[src/gmb_pkg.sv]
// shared types and constants for the grid maze breadth-first solver
package gmb_pkg;

	localparam int unsigned DIM_W  = 7;
	localparam int unsigned COL_W  = 6;
	localparam int unsigned CODE_W = 2;
	localparam int unsigned VIS_W  = 15;
	localparam int unsigned LEN_W  = 12;

	localparam logic [CODE_W-1:0] CODE_WALL  = 2'd0;
	localparam logic [CODE_W-1:0] CODE_START = 2'd2;
	localparam logic [CODE_W-1:0] CODE_END   = 2'd3;

	localparam logic ACT_LOAD = 1'b0;
	localparam logic ACT_RUN  = 1'b1;

	localparam logic [DIM_W-1:0] DIM_MAX   = 7'd64;
	localparam logic [DIM_W-1:0] DIM_RESET = 7'd64;
	localparam logic [VIS_W-1:0] VIS_SAT   = 15'd32767;
	localparam logic [LEN_W-1:0] LEN_SAT   = 12'd4095;

	localparam logic REG_WIDTH  = 1'b0;
	localparam logic REG_HEIGHT = 1'b1;

	typedef struct packed {
		logic              action;
		logic [CODE_W-1:0] code;
	} cmd_t;

	typedef struct packed {
		logic [VIS_W-1:0] visited_count;
		logic [LEN_W-1:0] path_length;
		logic             reached;
	} result_t;

	function automatic logic [DIM_W-1:0] clamp_dim(input logic [DIM_W-1:0] v);
		logic [DIM_W-1:0] r;
		r = v;
		if (v == '0) r = 7'd1;
		else if (v > DIM_MAX) r = DIM_MAX;
		return r;
	endfunction

endpackage

[src/gmb_front.sv]
// input side: accepts transactions into a short command queue
module gmb_front (
	input  logic          clk,
	input  logic          arst_n,
	input  logic          push,
	output logic          full,
	input  gmb_pkg::cmd_t cmd_in,
	output logic          cmd_valid,
	output gmb_pkg::cmd_t cmd_out,
	input  logic          cmd_take
);
	import gmb_pkg::*;

	cmd_t       buf_q [2];
	logic       wr_q;
	logic       rd_q;
	logic [1:0] cnt_q;
	logic       do_push;
	logic       do_pop;

	assign full      = (cnt_q == 2'd2);
	assign cmd_valid = (cnt_q != 2'd0);
	assign cmd_out   = buf_q[rd_q];
	assign do_push   = push && !full;
	assign do_pop    = cmd_take && cmd_valid;

	always_ff @(posedge clk) begin
		if (do_push) buf_q[wr_q] <= cmd_in;
	end

	always_ff @(posedge clk or negedge arst_n) begin
		if (!arst_n) begin
			wr_q  <= 1'b0;
			rd_q  <= 1'b0;
			cnt_q <= 2'd0;
		end else begin
			if (do_push) wr_q <= !wr_q;
			if (do_pop) rd_q <= !rd_q;
			case ({do_push, do_pop})
				2'b10:   cnt_q <= cnt_q + 2'd1;
				2'b01:   cnt_q <= cnt_q - 2'd1;
				default: cnt_q <= cnt_q;
			endcase
		end
	end

endmodule

[config.mk]
export PLATFORM = sky130hd
export DESIGN_NAME = gmb_front
export DESIGN_NICKNAME = d
export VERILOG_FILES = /design/src/gmb_pkg.sv /design/src/gmb_front.sv
export SDC_FILE = /design/constraint.sdc
export NUM_CORES = 1
export LEC_CHECK = 0
export BUFFER_PORTS_ARGS = -buffer_cell sky130_fd_sc_hd__buf_2
export CAP_MARGIN = 20
export CORE_AREA = 5 5 42 44
export DETAILED_ROUTE_END_ITERATION = 7
export DIE_AREA = 0 0 47 49
export GPL_TIMING_DRIVEN = 0
export SLEW_MARGIN = 25
export SYNTH_ARGS = -nofsm -noshare
export SYNTH_HDL_FRONTEND = slang
export SYNTH_SLANG_ARGS = --single-unit
[constraint.sdc]
create_clock -name clk -period 2.1 [get_ports clk]
set_clock_uncertainty 0.05 [all_clocks]
set_input_delay 0.105 -clock clk [delete_from_list [all_inputs] [get_ports clk]]
set_output_delay 0.105 -clock clk [all_outputs]
set_load 0.02 [all_outputs]
==> impl_metrics.yaml <==
cts:
  cts.sink_count: 10
  clock_pin_slew_worst_setup_and_hold_paths_ns: 0.06
  clock_tree.htree_level_count: 1
  postCtsResizedCells: 0
  clk_path_buf_depth: 2
  postCtsSetupBuffers: 0
  total_of_hold_buffers_inserted_after_clock_tree_synthesis: 4
  clock_insertion_delay_worst_skew_ns: 0.25
  cts_made_buffers: 3
  cts_tree: "done"
  cts-root-buf: "clkbuf_4"
yosys:
  synth.net_count: 35
  ys_seq_area_share_pct: 67.88
  synth_area_um2: 412.9
  yosys.area.top_type_share_pct: 43.64
  synth.largest_area_cell: "edfxtp_1"
  synth_top_cells_by_area: "edfxtp_1 (44%), dfrtp_1 (24%), mux2_2 (8.2%)"
  ys_ff_latch: 10
  synth_cell_type_count: 13
  synth_area_per_cell_um2: 15.29
  syn-instance-count: 27
  synth_warnings: 0
worst_setup_path:
  worst_setup_path_end_kind: "register"
  critical_path_type: "register to register"
  worstPathArrival_ns: 1.69
  reg2reg_setup_slack_ns: 0.54
  crit_fanout: 4
  critPathRequiredTime_ns: 2.22
  cp-start-kind: "register"
floorplanning:
  fp.coreArea_mm2: 0.001401
  start_util_pct: 29.46
  fp.dieArea_mm2: 0.002303
  io_pins: 12
  die_h_um: 49
  placement_rows: 14
  die_width_um: 47
layout:
  layout-drive-gt1-share_pct: 40.00
  antenna_cells: 0
  final-seq-area_um2: 280.3
  fillers: 145
  flow.area_growth_from_synthesis_pct: 33.33
  multi_input_area_um2: 128.9
  design.final.nets: 55
  final_standard_cell_count_with_taps_included_and_fillers_excluded: 61
power:
  leakagePower_nw: 0.2407
  p_switching_w: 0.0002591
  power_frac_clock_pct: 15.8
  power.combinational.fraction_pct: 40.0
  sequentialPowerShare_pct: 44.3
  power.share.switching_pct: 34.32
  cellPowerDensity_mw_per_mm2: 1371
  cell_internal_power_w: 0.0004958
  ir_drop_mv: 0.6847
placement:
  numPlacedInstances: 54
  buffer_ports.inserted: 11
  gpl.final_weighted_congestion: 0.6506
  post-dp-hpwl_um: 493.8
timing:
  max_slew.worst_pin.slew_ns: 0.2677
  finalSetupTns_ns: 0
  grt_setup_unrepaired: "false"
  finalMaxSlewViolations: 0
  final-hold-violation-count: 0
  finalSetupViolCount: 0
  clock.fmax_ghz: 0.6395
  slew-limit-headroom_pct: 82.09
  final.min_clock_period_ns: 1.564
  portion_of_the_clock_cycle_consumed_by_the_worst_path_in_the_final_layout_pct: 74.47
detailed_routing:
  drt.antenna.violating_nets: 0
  route.detailed.drc: 0
  wire_length_reported_by_the_detailed_router_um: 648
  first_iter_violations: 4
  drt-vias-per-instance: 4.148
  wl_per_cell_um: 10.62
  drtPass1Iterations: 2
  via_count: 253
global_routing:
  initial_antenna_violation_count: 0
  first_global_vias: 288
  grt-ovfl-total: 0
  grt_start_max_net_pins: 6
  global_route.usage.total_pct: 6.633
  wire_length_of_the_first_global_routing_pass_um: 1097
status:
  run_status: "complete, no violations"
hold_path:
  min_delay_path_class: "primary input to register"
run:
  max_cap_violations: 0
[registers in the layout, summed over array words and instances (netlist names)]
register  cells
buf_q         6
cnt_q         2
rd_q          1
wr_q          1
[cell usage after synthesis]
cell type / instances
edfxtp_1: 6
dfrtp_1: 4
mux2_2: 3
xnor2_1: 3
nor2_1: 2
xor2_1: 2
and2_4: 1
and3_1: 1
ha_1: 1
inv_1: 1
nand2_1: 1
nand2b_1: 1
or2_1: 1
[critical path, stage by stage, from the launching register on]
cell     delay, ns
dfrtp_1       0.42
or2_1         0.26
and2_4        0.17
ha_1          0.30
nor2_1        0.14
xor2_1        0.16
[cells by family after synthesis]
logic type | count (synthesis) | synth area share [%]
flops | 10 | 67.88
simple gates | 7 | 9.397
xor+xnor | 5 | 10.61
mux | 3 | 8.181
buf+inv | 1 | 0.9082
fa+ha+maj | 1 | 3.030
[metal layers]
metal / part of all wire [%] / GRT usage [%]
met1: 47 / 8.467
met2: 41 / 9.276
met3: 12 / 3.321
met4: 0 / 2.765
met5: 0 / 0
[power groups by stage]
stage                     Clock, W  Combinational, W  Sequential, W
after floorplan                  0          0.000232       0.000325
after global placement           0          0.000300       0.000337
after detailed placement         0          0.000297       0.000338
after CTS                 0.000128          0.000306       0.000335
after global routing      0.000135          0.000333       0.000341
final                     0.000119          0.000302       0.000334
[worst paths after layout]
kind,from,end,depth (start not counted)
worst max-delay path,cnt_q[0],cnt_q[1],5
worst min-delay path,cmd_take,rd_q,3
worst max register to register,cnt_q[0],cnt_q[1],5
worst min register to register,wr_q,wr_q,1
max in group asynchronous,arst_n,wr_q,2
min in group asynchronous,arst_n,cnt_q[0],2
[layout by cell type, fill, tap and decap left out]
| cell type | instances |
|---|---|
| buf_2 | 11 |
| edfxtp_1 | 6 |
| dfrtp_1 | 4 |
| dlygate4sd3_1 | 4 |
| mux2_2 | 3 |
| xnor2_1 | 3 |
| clkbuf_4 | 3 |
| nor2_1 | 2 |
| xor2_1 | 2 |
| or2_1 | 1 |
| and2_4 | 1 |
| nand2b_1 | 1 |
| inv_1 | 1 |
| nand2_1 | 1 |
| and3_1 | 1 |
| ha_1 | 1 |
[final cells by class]
type / instances / share of cell area [%]
repair buffers: 15 / 17.27
flip-flops and latches: 10 / 50.91
inverters: 1 / 0.6818
clock buffers: 3 / 4.091
multi-input cells: 16 / 23.41
well taps: 16 / 3.636
[metrics by stage]
step	utilization [%]	instance area [um2]	setup slack [ns]	hold WS (ns)	power, W
after detailed placement	34.82	488.0	0.5558	-0.1303	0.0006355
after floorplan	-	412.9	0.5121	-0.2406	0.0005566
after global placement	34.82	488.0	0.5423	-0.1313	0.0006370
after CTS	39.29	550.5	0.5287	0.09054	0.0007690
final	39.29	550.5	0.5362	0.09805	0.0007549
after global routing	39.29	550.5	0.4651	0.1014	0.0008095
(Power assumes the default switching activity.)
